File: src/hw/rtl/poc_pkg.sv
// Shared types, constants and the arctangent table for the patch orientation block.
`timescale 1ns / 1ps

package poc_pkg;

    // Field widths
    localparam int PIX_W    = 8;
    localparam int OFS_W    = 5;
    localparam int MOM_W    = 23;
    localparam int ANG_W    = 16;
    localparam int ZACC_W   = 17;
    localparam int XY_W     = MOM_W + 3;
    localparam int PROD_W   = OFS_W + PIX_W + 1;
    localparam int IN_W     = 24;
    localparam int OUT_W    = 64;
    localparam int ATAN_W   = 13;

    // Patch radius: pixels further out than this are ignored
    localparam int HALF_PATCH = 15;

    // Default number of CORDIC iterations
    localparam int CORDIC_STEPS_DEF = 16;

    localparam logic signed [MOM_W:0] MOM_MAX = 24'sd4194303;
    localparam logic signed [MOM_W:0] MOM_MIN = -24'sd4194304;

    localparam logic signed [ZACC_W-1:0] ANG_PI      = 17'sd25736;
    localparam logic signed [ZACC_W-1:0] ANG_HALF_PI = 17'sd12868;

    typedef enum logic [3:0] {
        S_ACCUM  = 4'b0001,
        S_LOAD   = 4'b0010,
        S_ITER   = 4'b0100,
        S_FINISH = 4'b1000
    } t_state;

    typedef struct packed {
        logic accept;     // pixel request taken this cycle
        logic load;       // latch moments, pre-rotate, clear accumulators
        logic iter;       // run one CORDIC micro-rotation
        logic write_out;  // move the angle and moments into the output register
    } t_cmd;

    typedef struct packed {
        logic iter_last;  // current micro-rotation is the final one
        logic out_free;   // output register can take a result this cycle
    } t_status;

    // atan(2^-i) in Q3.13, rounded half up
    function automatic logic [ATAN_W-1:0] atan_entry(input int i);
        logic [ATAN_W-1:0] v;
        begin
            case (i)
                0:  v = 13'd6434;
                1:  v = 13'd3798;
                2:  v = 13'd2007;
                3:  v = 13'd1019;
                4:  v = 13'd511;
                5:  v = 13'd256;
                6:  v = 13'd128;
                7:  v = 13'd64;
                8:  v = 13'd32;
                9:  v = 13'd16;
                10: v = 13'd8;
                11: v = 13'd4;
                12: v = 13'd2;
                13: v = 13'd1;
                14: v = 13'd1;
                default: v = 13'd0;
            endcase
            return v;
        end
    endfunction

endpackage

File: src/hw/rtl/patch_orientation_centroid.sv
// Top level of the intensity-centroid patch orientation block.
`timescale 1ns / 1ps

// Takes the pixels of one keypoint patch, one request per cycle, each with its signed
// column and row offset from the patch centre, and accumulates the first moments
// m10 = sum(col * pixel) and m01 = sum(row * pixel), each saturating at 23 bits. Pixels
// whose offset exceeds the patch radius are ignored, but their tlast still counts. On the
// request marked tlast the block stops taking pixels while it works on the patch: a load
// step latches the moments, pre-rotates a left-half vector by a quarter turn and clears
// the accumulators, CORDIC_STEPS iterations run the shared shift-and-add vectoring unit
// one micro-rotation per cycle, and a finish step moves the result into the output
// register. The result carries atan2(m01, m10) as signed Q3.13 radians clamped to
// [-pi, pi] (zero when both moments are zero) and both moments. A result waiting in
// the output register does not block the next patch's pixels; the block only holds in its
// final cycle if the previous result has still not been taken.
module patch_orientation_centroid
    import poc_pkg::*;
#(
    parameter int CORDIC_STEPS = CORDIC_STEPS_DEF
) (
    input  logic             i_clk,
    input  logic             i_rst_n,
    // Pixel requests
    input  logic             s_axis_tvalid,
    output logic             s_axis_tready,
    input  logic [IN_W-1:0]  s_axis_tdata,   // [7:0] pixel, [12:8] col_offset, [17:13] row_offset
    input  logic             s_axis_tlast,   // last_pixel
    // Orientation results
    output logic             m_axis_tvalid,
    input  logic             m_axis_tready,
    output logic [OUT_W-1:0] m_axis_tdata    // [15:0] angle, [38:16] moment_x, [61:39] moment_y
);

    t_cmd    cmd;
    t_status status;

    logic signed [ANG_W-1:0] angle;
    logic signed [MOM_W-1:0] moment_x;
    logic signed [MOM_W-1:0] moment_y;

    // Sequence accumulation, CORDIC run and hand-off
    poc_ctrl u_ctrl (
        .i_clk      (i_clk),
        .i_rst_n    (i_rst_n),
        .i_in_valid (s_axis_tvalid),
        .i_in_last  (s_axis_tlast),
        .o_in_ready (s_axis_tready),
        .i_status   (status),
        .o_cmd      (cmd)
    );

    // Unpack the request fields straight into the datapath
    poc_dp #(
        .CORDIC_STEPS (CORDIC_STEPS)
    ) u_dp (
        .i_clk        (i_clk),
        .i_rst_n      (i_rst_n),
        .i_cmd        (cmd),
        .o_status     (status),
        .i_pixel      (s_axis_tdata[7:0]),
        .i_col_offset ($signed(s_axis_tdata[12:8])),
        .i_row_offset ($signed(s_axis_tdata[17:13])),
        .o_out_valid  (m_axis_tvalid),
        .i_out_ready  (m_axis_tready),
        .o_angle      (angle),
        .o_moment_x   (moment_x),
        .o_moment_y   (moment_y)
    );

    // Pack the result, pad to whole bytes
    assign m_axis_tdata = {2'b00, moment_y, moment_x, angle};

    // A final pixel hands the block over to the CORDIC: no pixel is taken next cycle
    a_stop_after_last: assert property (@(posedge i_clk) disable iff (!i_rst_n)
        (s_axis_tvalid && s_axis_tready && s_axis_tlast) |=> !s_axis_tready)
        else $error("pixel request taken while the CORDIC was starting");

    // The angle always lies within [-pi, pi]
    a_angle_range: assert property (@(posedge i_clk) disable iff (!i_rst_n)
        m_axis_tvalid |-> ($signed(m_axis_tdata[15:0]) <= 16'sd25736 &&
                           $signed(m_axis_tdata[15:0]) >= -16'sd25736))
        else $error("angle outside [-pi, pi]");

    // A patch with zero moments reports a zero angle
    a_zero_vector: assert property (@(posedge i_clk) disable iff (!i_rst_n)
        (m_axis_tvalid && m_axis_tdata[61:16] == 46'd0) |-> (m_axis_tdata[15:0] == 16'd0))
        else $error("non-zero angle for a zero moment vector");

endmodule

File: src/hw/rtl/poc_ctrl.sv
// Sequencing state machine: pixel accumulation, CORDIC run and result hand-off.
`timescale 1ns / 1ps

module poc_ctrl
    import poc_pkg::*;
(
    input  logic    i_clk,
    input  logic    i_rst_n,
    input  logic    i_in_valid,
    input  logic    i_in_last,
    output logic    o_in_ready,
    input  t_status i_status,
    output t_cmd    o_cmd
);

    t_state r_state;
    t_state n_state;

    always_comb begin
        n_state = r_state;
        case (r_state)
            S_ACCUM: begin
                if (i_in_valid && i_in_last) begin
                    n_state = S_LOAD;
                end
            end
            S_LOAD: begin
                n_state = S_ITER;
            end
            S_ITER: begin
                if (i_status.iter_last) begin
                    n_state = S_FINISH;
                end
            end
            S_FINISH: begin
                if (i_status.out_free) begin
                    n_state = S_ACCUM;
                end
            end
            default: begin
                n_state = S_ACCUM;
            end
        endcase
    end

    always_ff @(posedge i_clk) begin
        if (!i_rst_n) begin
            r_state <= S_ACCUM;
        end else begin
            r_state <= n_state;
        end
    end

    assign o_in_ready      = (r_state == S_ACCUM);
    assign o_cmd.accept    = (r_state == S_ACCUM) && i_in_valid;
    assign o_cmd.load      = (r_state == S_LOAD);
    assign o_cmd.iter      = (r_state == S_ITER);
    assign o_cmd.write_out = (r_state == S_FINISH) && i_status.out_free;

endmodule

File: src/hw/rtl/poc_dp.sv
// Moment accumulators, iterative CORDIC and output register.
`timescale 1ns / 1ps

module poc_dp
    import poc_pkg::*;
#(
    parameter int CORDIC_STEPS = CORDIC_STEPS_DEF
) (
    input  logic                    i_clk,
    input  logic                    i_rst_n,
    input  t_cmd                    i_cmd,
    output t_status                 o_status,
    input  logic [PIX_W-1:0]        i_pixel,
    input  logic signed [OFS_W-1:0] i_col_offset,
    input  logic signed [OFS_W-1:0] i_row_offset,
    output logic                    o_out_valid,
    input  logic                    i_out_ready,
    output logic signed [ANG_W-1:0] o_angle,
    output logic signed [MOM_W-1:0] o_moment_x,
    output logic signed [MOM_W-1:0] o_moment_y
);

    localparam int CNT_W = (CORDIC_STEPS > 1) ? $clog2(CORDIC_STEPS) : 1;
    localparam logic [CNT_W-1:0] CNT_LAST = CNT_W'(CORDIC_STEPS - 1);

    // Accumulators
    logic signed [MOM_W-1:0]  r_sum_x, n_sum_x;
    logic signed [MOM_W-1:0]  r_sum_y, n_sum_y;
    logic                     in_patch;
    logic signed [PROD_W-1:0] prod_x, prod_y;
    logic signed [MOM_W:0]    wide_x, wide_y;

    // CORDIC
    logic signed [XY_W-1:0]   r_x, n_x;
    logic signed [XY_W-1:0]   r_y, n_y;
    logic signed [ZACC_W-1:0] r_z, n_z;
    logic [CNT_W-1:0]         r_cnt, n_cnt;
    logic                     r_zero, n_zero;
    logic signed [MOM_W-1:0]  r_mom_x, n_mom_x;
    logic signed [MOM_W-1:0]  r_mom_y, n_mom_y;
    logic signed [XY_W-1:0]   sx, sy, xs, ys;
    logic signed [ZACC_W-1:0] step_ang;

    // Output register
    logic                     r_out_valid, n_out_valid;
    logic signed [ANG_W-1:0]  r_angle, n_angle;
    logic signed [MOM_W-1:0]  r_out_x, n_out_x;
    logic signed [MOM_W-1:0]  r_out_y, n_out_y;
    logic signed [ZACC_W-1:0] z_sat;

    function automatic logic signed [MOM_W-1:0] sat_mom(input logic signed [MOM_W:0] v);
        logic signed [MOM_W-1:0] r;
        begin
            if (v > MOM_MAX) begin
                r = MOM_MAX[MOM_W-1:0];
            end else if (v < MOM_MIN) begin
                r = MOM_MIN[MOM_W-1:0];
            end else begin
                r = v[MOM_W-1:0];
            end
            return r;
        end
    endfunction

    // Accumulate
    assign in_patch = (int'(i_col_offset) <= HALF_PATCH) && (int'(i_col_offset) >= -HALF_PATCH) &&
                      (int'(i_row_offset) <= HALF_PATCH) && (int'(i_row_offset) >= -HALF_PATCH);
    assign prod_x = PROD_W'(i_col_offset) * PROD_W'($signed({1'b0, i_pixel}));
    assign prod_y = PROD_W'(i_row_offset) * PROD_W'($signed({1'b0, i_pixel}));
    assign wide_x = (MOM_W+1)'(r_sum_x) + (MOM_W+1)'(prod_x);
    assign wide_y = (MOM_W+1)'(r_sum_y) + (MOM_W+1)'(prod_y);

    always_comb begin
        n_sum_x = r_sum_x;
        n_sum_y = r_sum_y;
        if (i_cmd.load) begin
            n_sum_x = '0;
            n_sum_y = '0;
        end else if (i_cmd.accept && in_patch) begin
            n_sum_x = sat_mom(wide_x);
            n_sum_y = sat_mom(wide_y);
        end
    end

    // CORDIC vectoring
    assign sx       = XY_W'(r_sum_x);
    assign sy       = XY_W'(r_sum_y);
    assign xs       = r_x >>> r_cnt;
    assign ys       = r_y >>> r_cnt;
    assign step_ang = $signed({{(ZACC_W-ATAN_W){1'b0}}, atan_entry(int'(r_cnt))});

    always_comb begin
        n_x     = r_x;
        n_y     = r_y;
        n_z     = r_z;
        n_cnt   = r_cnt;
        n_zero  = r_zero;
        n_mom_x = r_mom_x;
        n_mom_y = r_mom_y;
        if (i_cmd.load) begin
            n_mom_x = r_sum_x;
            n_mom_y = r_sum_y;
            n_zero  = (r_sum_x == '0) && (r_sum_y == '0);
            n_cnt   = '0;
            if (r_sum_x < 0) begin
                if (r_sum_y >= 0) begin
                    n_x = sy;
                    n_y = -sx;
                    n_z = ANG_HALF_PI;
                end else begin
                    n_x = -sy;
                    n_y = sx;
                    n_z = -ANG_HALF_PI;
                end
            end else begin
                n_x = sx;
                n_y = sy;
                n_z = '0;
            end
        end else if (i_cmd.iter) begin
            n_cnt = r_cnt + 1'b1;
            if (r_y >= 0) begin
                n_x = r_x + ys;
                n_y = r_y - xs;
                n_z = r_z + step_ang;
            end else begin
                n_x = r_x - ys;
                n_y = r_y + xs;
                n_z = r_z - step_ang;
            end
        end
    end

    // Output register
    always_comb begin
        if (r_z > ANG_PI) begin
            z_sat = ANG_PI;
        end else if (r_z < -ANG_PI) begin
            z_sat = -ANG_PI;
        end else begin
            z_sat = r_z;
        end
    end

    always_comb begin
        n_out_valid = r_out_valid;
        n_angle     = r_angle;
        n_out_x     = r_out_x;
        n_out_y     = r_out_y;
        if (i_cmd.write_out) begin
            n_out_valid = 1'b1;
            n_angle     = r_zero ? '0 : z_sat[ANG_W-1:0];
            n_out_x     = r_mom_x;
            n_out_y     = r_mom_y;
        end else if (i_out_ready) begin
            n_out_valid = 1'b0;
        end
    end

    always_ff @(posedge i_clk) begin
        if (!i_rst_n) begin
            r_sum_x     <= '0;
            r_sum_y     <= '0;
            r_out_valid <= 1'b0;
            r_cnt       <= '0;
        end else begin
            r_sum_x     <= n_sum_x;
            r_sum_y     <= n_sum_y;
            r_out_valid <= n_out_valid;
            r_cnt       <= n_cnt;
        end
    end

    always_ff @(posedge i_clk) begin
        r_x     <= n_x;
        r_y     <= n_y;
        r_z     <= n_z;
        r_zero  <= n_zero;
        r_mom_x <= n_mom_x;
        r_mom_y <= n_mom_y;
        r_angle <= n_angle;
        r_out_x <= n_out_x;
        r_out_y <= n_out_y;
    end

    assign o_status.iter_last = (r_cnt == CNT_LAST);
    assign o_status.out_free  = !r_out_valid || i_out_ready;

    assign o_out_valid = r_out_valid;
    assign o_angle     = r_angle;
    assign o_moment_x  = r_out_x;
    assign o_moment_y  = r_out_y;

endmodule

File: config.mk
export PLATFORM = sky130hd
export DESIGN_NAME = patch_orientation_centroid
export DESIGN_NICKNAME = d
export VERILOG_FILES = /design/src/hw/rtl/poc_pkg.sv /design/src/hw/rtl/patch_orientation_centroid.sv /design/src/hw/rtl/poc_ctrl.sv /design/src/hw/rtl/poc_dp.sv
export SDC_FILE = /design/constraint.sdc
export NUM_CORES = 1
export LEC_CHECK = 0
export ABC_AREA = 1
export BUFFER_PORTS_ARGS = -buffer_cell sky130_fd_sc_hd__buf_2
export CAP_MARGIN = 10
export CORE_UTILIZATION = 60
export DETAILED_ROUTE_END_ITERATION = 6
export PLACE_DENSITY = 0.78
export SLEW_MARGIN = 20
export SYNTH_ARGS = -nofsm -noshare
export SYNTH_HDL_FRONTEND = slang
export SYNTH_HIERARCHICAL = 1
export SYNTH_SLANG_ARGS = --single-unit
File: constraint.sdc
create_clock -name i_clk -period 13.25 [get_ports i_clk]
set_clock_uncertainty 0.2 [all_clocks]
set_input_delay 2.65 -clock i_clk [delete_from_list [all_inputs] [get_ports i_clk]]
set_output_delay 2.65 -clock i_clk [all_outputs]
set_load 0.03 [all_outputs]
* Yosys cells after proc, flatten, opt, wreduce, memory -nomap -nowiden
Memories as Yosys holds them, arrays and structs flattened. A register that Yosys moved wholly into a read port is not among the register bits. Index checks and enable logic that the tools add are counted.
Storage, ports and cells: bits of input ports 29, latch bits 0, word-level logic and storage cells 101, bits in registers 233, memory bits (writable) 0, output and inout bits 66, memories 1, memory bits (read-only) 208
Memories:
- (name not given) | depth 16, width 13, read ports 1, clocked after memory_dff 1, write ports 0, line poc_pkg.sv:53 | case (i)
Cells by class: shifts and indexed selects 2, reductions and logical operators 18, muxes and demuxes 29, $mul 2, add/sub/neg operators 11, bitwise logic cells 1, order comparisons 13, eq/ne operators 8, div/mod/pow operators 0
Operator list (count):
- $mux 26 | 10
- $mux 23 | 4
- $mux 17 | 5
- $add 26x26->26 | 2
- $neg 23->26 | 2
- $sshr 26x4->26 | 2
- $sub 26x26->26 | 2
- $add 23x14->24 | 2
- $gt 24x23->1 const B | 2
- $lt 24x23->1 const B | 2
- $logic_not 23->1 | 2
- $mul 5x9->14 | 2
- $ge 26x1->1 const B | 1
- $ge 23x1->1 const B | 1
- $lt 23x1->1 const B | 1
- $mux 4 | 5
- $add 17x14->17 | 1
- $gt 17x16->1 const B | 1
- $lt 17x16->1 const B | 1
- $sub 17x14->17 | 1
- $mux 16 | 1
- $pmux 4 s4 | 1
- $mux 15 | 1
- $ge 5x5->1 const B | 2
- 16 further kinds | 30

* Longest topological paths before layout
word-level depth 5, depth in mapped cells 30, mapped depth without buffers 28

* Modules after synthesis
The synthesis kept the hierarchy.
Modules (own cells, without submodules):
- poc_dp | cells each 3129, times used 1, sequential area each 6626.4 µm², area each 23015.8 µm²
- poc_ctrl | cells each 40, times used 1, sequential area each 80.1 µm², area each 285.3 µm²
- patch_orientation_centroid | cells each 3, times used 1, sequential area each 0.0 µm², area each 18.8 µm²

* Worst setup path after synthesis
OpenSTA, ideal clock, no wires.
kind input -> register, start point input s_axis_tdata[1], end point register u_dp.r_sum_x[10], buffers on the path 2, cell stages on the path 20, setup slack 6.080 ns, arrival time 6.853 ns, cells stage by stage clkbuf_1 -> nand2_1 -> fa_1 -> fa_1 -> inv_1 -> fa_1 -> inv_1 -> fa_1 -> inv_1 -> fa_1 -> nand3_1 -> nand2_1 -> nand4_1 -> nand3_1 -> xor2_2 -> nor2_2 -> buf_2 -> nor2_1 -> nor2_1 -> nor2_1
Between the ends: longest elaborated chain between the ends 5, elaborated cells on any way between the ends 6, those cells by class 1 x add/sub; 1 x mul; 2 x order compare; 2 x mux
RTL lines:
- start: declaration | line patch_orientation_centroid.sv:26 | input logic [IN_W-1:0] s_axis_tdata,
- $mul 5x9->14 (*) | line poc_dp.sv:68 | assign prod_x = PROD_W'(i_col_offset) * PROD_W'($signed({1'b0, i_pixel}));
- $add 23x14->24 (*) | line poc_dp.sv:70 | assign wide_x = (MOM_W+1)'(r_sum_x) + (MOM_W+1)'(prod_x);
- $lt 24x23->1 | line poc_dp.sv:56 | end else if (v < MOM_MIN) begin
- $mux 23 | line poc_dp.sv:56
- $mux 23 (*) | line poc_dp.sv:54 | if (v > MOM_MAX) begin
- end signal: assignment | line poc_dp.sv:167 | r_sum_x <= n_sum_x;
- end: declaration | line poc_dp.sv:27 | logic signed [MOM_W-1:0] r_sum_x, n_sum_x;
Mark *: on every way between the ends. The rest lies on a longest branch, timed or not. A chain may end at the register's enable or synchronous reset.

* Final worst setup path
start point input s_axis_tdata[12], end point register u_dp.r_sum_x[1]
Between the ends: longest elaborated chain between the ends 5, elaborated cells on any way between the ends 12, those cells by class 1 x add/sub; 1 x mul; 4 x order compare; 2 x mux; 4 x reduce/logical
RTL lines (line):
- $mul 5x9->14 (tied with other cells) | poc_dp.sv:68
- $add 23x14->24 / $logic_and 1x1->1 (equally long branches) | poc_dp.sv:70, poc_dp.sv:66
- $lt 24x23->1 / $logic_and 1x1->1 (equally long branches) | poc_dp.sv:56, poc_dp.sv:66
- $mux 23 / $logic_and 1x1->1 (equally long branches) | poc_dp.sv:56, poc_dp.sv:67
- $mux 23 / $logic_and 1x1->1 (equally long branches) | poc_dp.sv:54, poc_dp.sv:79
Parallel ways exist; a longest one is shown, timed or not.

==> metrics.cfg <==
[outcome]
status=finished, violations left
violations=design-rule violations

[timing]
worstMarginPinSlew_ns=1.12
relSlewSlack=0.248
hold_viol=0
tns_ns=0
fin_crit_sh=0.583
drv_slew=0
rsz0062_at_grt=no
timing.fmax_mhz=129
fin_crit_ns=7.72
setup_viol=0

[global_routing]
grt_overflow=0
antenna_found_initial=3
grtUsageTotal=0.338
grt_max_degree=79
grt_pass1_vias=20900
grt_pass1_wl_um=105000

[cts]
clk_pin_slew_ns=0.06
cts_hold_buffers=0
cts_buffer_depth=3
cts_made_buffers=28
htree_levels=1
cts_tree=built
cts_resized=0
cts-root-buf=clkbuf_16
cts.sinks=246
cts_setup_buffers=0
clock_latency_ns=0.59

[synth]
syn-cell-area_sq_mm=0.0233
ys_seq_area_frac=0.288
synth_area_leader_cell=edfxtp_1
synth.area.top_cells=edfxtp_1, ha_1, nand2_1, nand3_1, dfxtp_1
syn_area_per_cell_sq_um=7.35
synth_top_area_frac=0.229
synthArstFlopShare=0
synth_enable_flop_cells=178
synth.distinct_cells=60
syn_inst=3172
ys.flop_type=edfxtp_1
ys_ff_latch=246
ys_warn_count=6

[place]
place_hpwl_um=51500
port_buffers=86
globalplace.congestion=0.956

[cells_and_area]
fin_nets=3503
area_delta_synth_final_pct=6.97
utilization=0.658
drive_gt1_frac=0.0810
fillers=3348

[routing]
via_per_inst=5.91
ant_nets=0
num_vias=22000
drt_iter0_markers=1850
drc=2
wire_per_inst_um=18.0
first_pass_iters=7
drt-total-wl_um=67200

[flow_run]
drv_cap=0

[power]
p_switching_mw=1.22
peakVddDrop_uv=100
comb_power_share=0.413
p_seq_frac=0.318
clkPwrFrac=0.269
power_density_mw_per_mm2=121
swShare=0.402
p_leak_nw=11.8
intPower_mw=1.81

[floorplan]
die_h_um=199
initial_core_util=0.615
fp.dieArea_sq_mm=0.0397
rows=71
coreArea_sq_mm=0.0379
die_w_um=199
io_pins=95

[worst_setup_path]
cp-start-kind=input pin
worstSetupPathType=input pin to flop
critPathCaptureType=flop
arrival_ns=7.97
crit_required_ns=13.50
cp_max_fo=18

[worst_hold_path]
hp-class=flop to flop

[cell type report]
type / count / area, sq um / area share
Antenna cell: 1 / 2.50 / 0.000100
Clock buffer: 36 / 791 / 0.0317
Clock inverter: 16 / 186 / 0.00747
Inverter: 380 / 1430 / 0.0574
Multi-Input combinational cell: 2432 / 14600 / 0.587
Sequential cell: 246 / 6710 / 0.269
Tap cell: 511 / 639 / 0.0256
Timing Repair Buffer: 101 / 543 / 0.0218
[kinds of logic (layout without fill, tap and decap cells)]
logic type | count (synthesis) | after routing | share of synthesized area
buffers and inverters | 495 | 533 | 0.0851
adders and majority gates | 285 | 285 | 0.174
AOI/OAI and AO/OA | 563 | 563 | 0.136
and+or+nand+nor | 1453 | 1453 | 0.269
DFF | 246 | 246 | 0.288
xor gates and xnor gates | 129 | 129 | 0.0488
other | 1 | 3 | 0.000161
[registers in the layout, indices dropped and copies added, names as in the netlist, 17 cells and up]
name / flops
u_dp/o_moment_x: 23
u_dp/r_sum_y: 23
u_dp/r_sum_x: 23
u_dp/r_mom_y: 23
u_dp/r_x: 26
u_dp/o_moment_y: 23
u_dp/r_mom_x: 23
u_dp/r_y: 26
u_dp/r_z: 17
[per-stage QoR]
stage	hold WS [ns]	instances	area (sq um)	total power, mW	setup slack (ns)
floorplan	0.200	3173	23300	1.91	6.08
global placement	0.203	3670	24000	2.17	5.12
detailed placement	0.205	3670	24000	2.20	5.00
CTS	0.219	3722	24900	3.02	5.56
global route	0.224	3722	24900	3.23	5.22
finish	0.218	3723	24900	3.03	5.53
[Yosys cell counts (8+ instances only)]
cell and n:
nand2_1 692, inv_1 359, nand3_1 311, nor2_1 294, ha_1 220, o21ai_0 216, a21oi_1 209, edfxtp_1 178
xor2_1 86, dfxtp_1 68, fa_1 65, clkbuf_1 51, xnor2_1 42, buf_2 37, nor3_1 36, nand4_1 35
nand2_2 29, a31oi_1 22, inv_2 18, nor2_2 17, o21ai_1 16, o21bai_1 16, o221ai_1 16, o211ai_1 13
buf_1 12, o21ai_2 10, buf_4 9, o31ai_1 9, a21o_1 8
[worst max-delay path: stages]
cell and delay [ns]:
buf_2 0.33, clkinv_1 0.39, fa_1 0.58, fa_1 0.50, inv_1 0.06, fa_1 0.52, inv_1 0.05, fa_1 0.51
inv_1 0.07, fa_1 0.52, nand3_1 0.11, nand2_1 0.12, nand4_1 0.12, nand3_1 0.14, xor2_2 0.22, nor2_2 0.61
nor2_1 0.18, o21ai_0 0.16, a21oi_1 0.10
[per-layer routing]
metal | GRT usage | share of wire | wire length (um) | vias to the layer above
met1 | 0.420 | 0.41 | 27500 | 10300
met5 | 0 | 0.00015 | 10 | -
li1 | - | - | - | 10700
met3 | 0.0400 | 0.070 | 4730 | 185
met2 | 0.572 | 0.47 | 31400 | 872
met4 | 0.183 | 0.053 | 3560 | 2
[cell usage in the layout (no fill, tap or decap), types with 15 or more instances in the layout]
| cell | Yosys | layout |
|---|---|---|
| o21bai_1 | 16 | 16 |
| nor2_2 | 17 | 18 |
| buf_2 | 37 | 86 |
| dfxtp_1 | 68 | 66 |
| nand3_1 | 311 | 311 |
| nor3_1 | 36 | 36 |
| edfxtp_1 | 178 | 178 |
| nand2_1 | 692 | 691 |
| ha_1 | 220 | 220 |
| xor2_1 | 86 | 86 |
| o221ai_1 | 16 | 16 |
| nand4_1 | 35 | 35 |
| o21ai_0 | 216 | 215 |
| inv_1 | 359 | 358 |
| nor2_1 | 294 | 292 |
| xnor2_1 | 42 | 42 |
| fa_1 | 65 | 65 |
| a21oi_1 | 209 | 209 |
| nand2_2 | 29 | 30 |
| a31oi_1 | 22 | 22 |
| clkbuf_16 | 0 | 28 |
| buf_4 | 9 | 15 |
| o21ai_1 | 16 | 17 |
| inv_2 | 18 | 18 |
[worst paths after layout]
path                                            startpoint                             to  slack, ns  cells past startpoint
worst max-delay path                      s_axis_tdata[12]   u_dp/r_sum_x[1]$_SDFFE_PP0P_       5.53                     19
worst min-delay path            u_dp/r_mom_y[20]$_DFFE_PP_  u_dp/o_moment_y[20]$_DFFE_PP_       0.22                      0
worst max register to register  u_dp/r_cnt[0]$_SDFFE_PP0P_         u_dp/r_x[22]$_DFFE_PP_       7.70                     26
worst min register to register  u_dp/r_mom_y[20]$_DFFE_PP_  u_dp/o_moment_y[20]$_DFFE_PP_       0.22                      0
[power by group through the flow]
| stage | registers [mW] | clock network, mW | logic, mW |
|---|---|---|---|
| finish | 0.965 | 0.815 | 1.25 |
| detailed placement | 0.979 | 0 | 1.22 |
| global placement | 0.977 | 0 | 1.19 |
| global route | 0.967 | 0.851 | 1.41 |
| CTS | 0.962 | 0.823 | 1.23 |
| floorplan | 0.950 | 0 | 0.956 |
(Power assumes the default switching activity.)
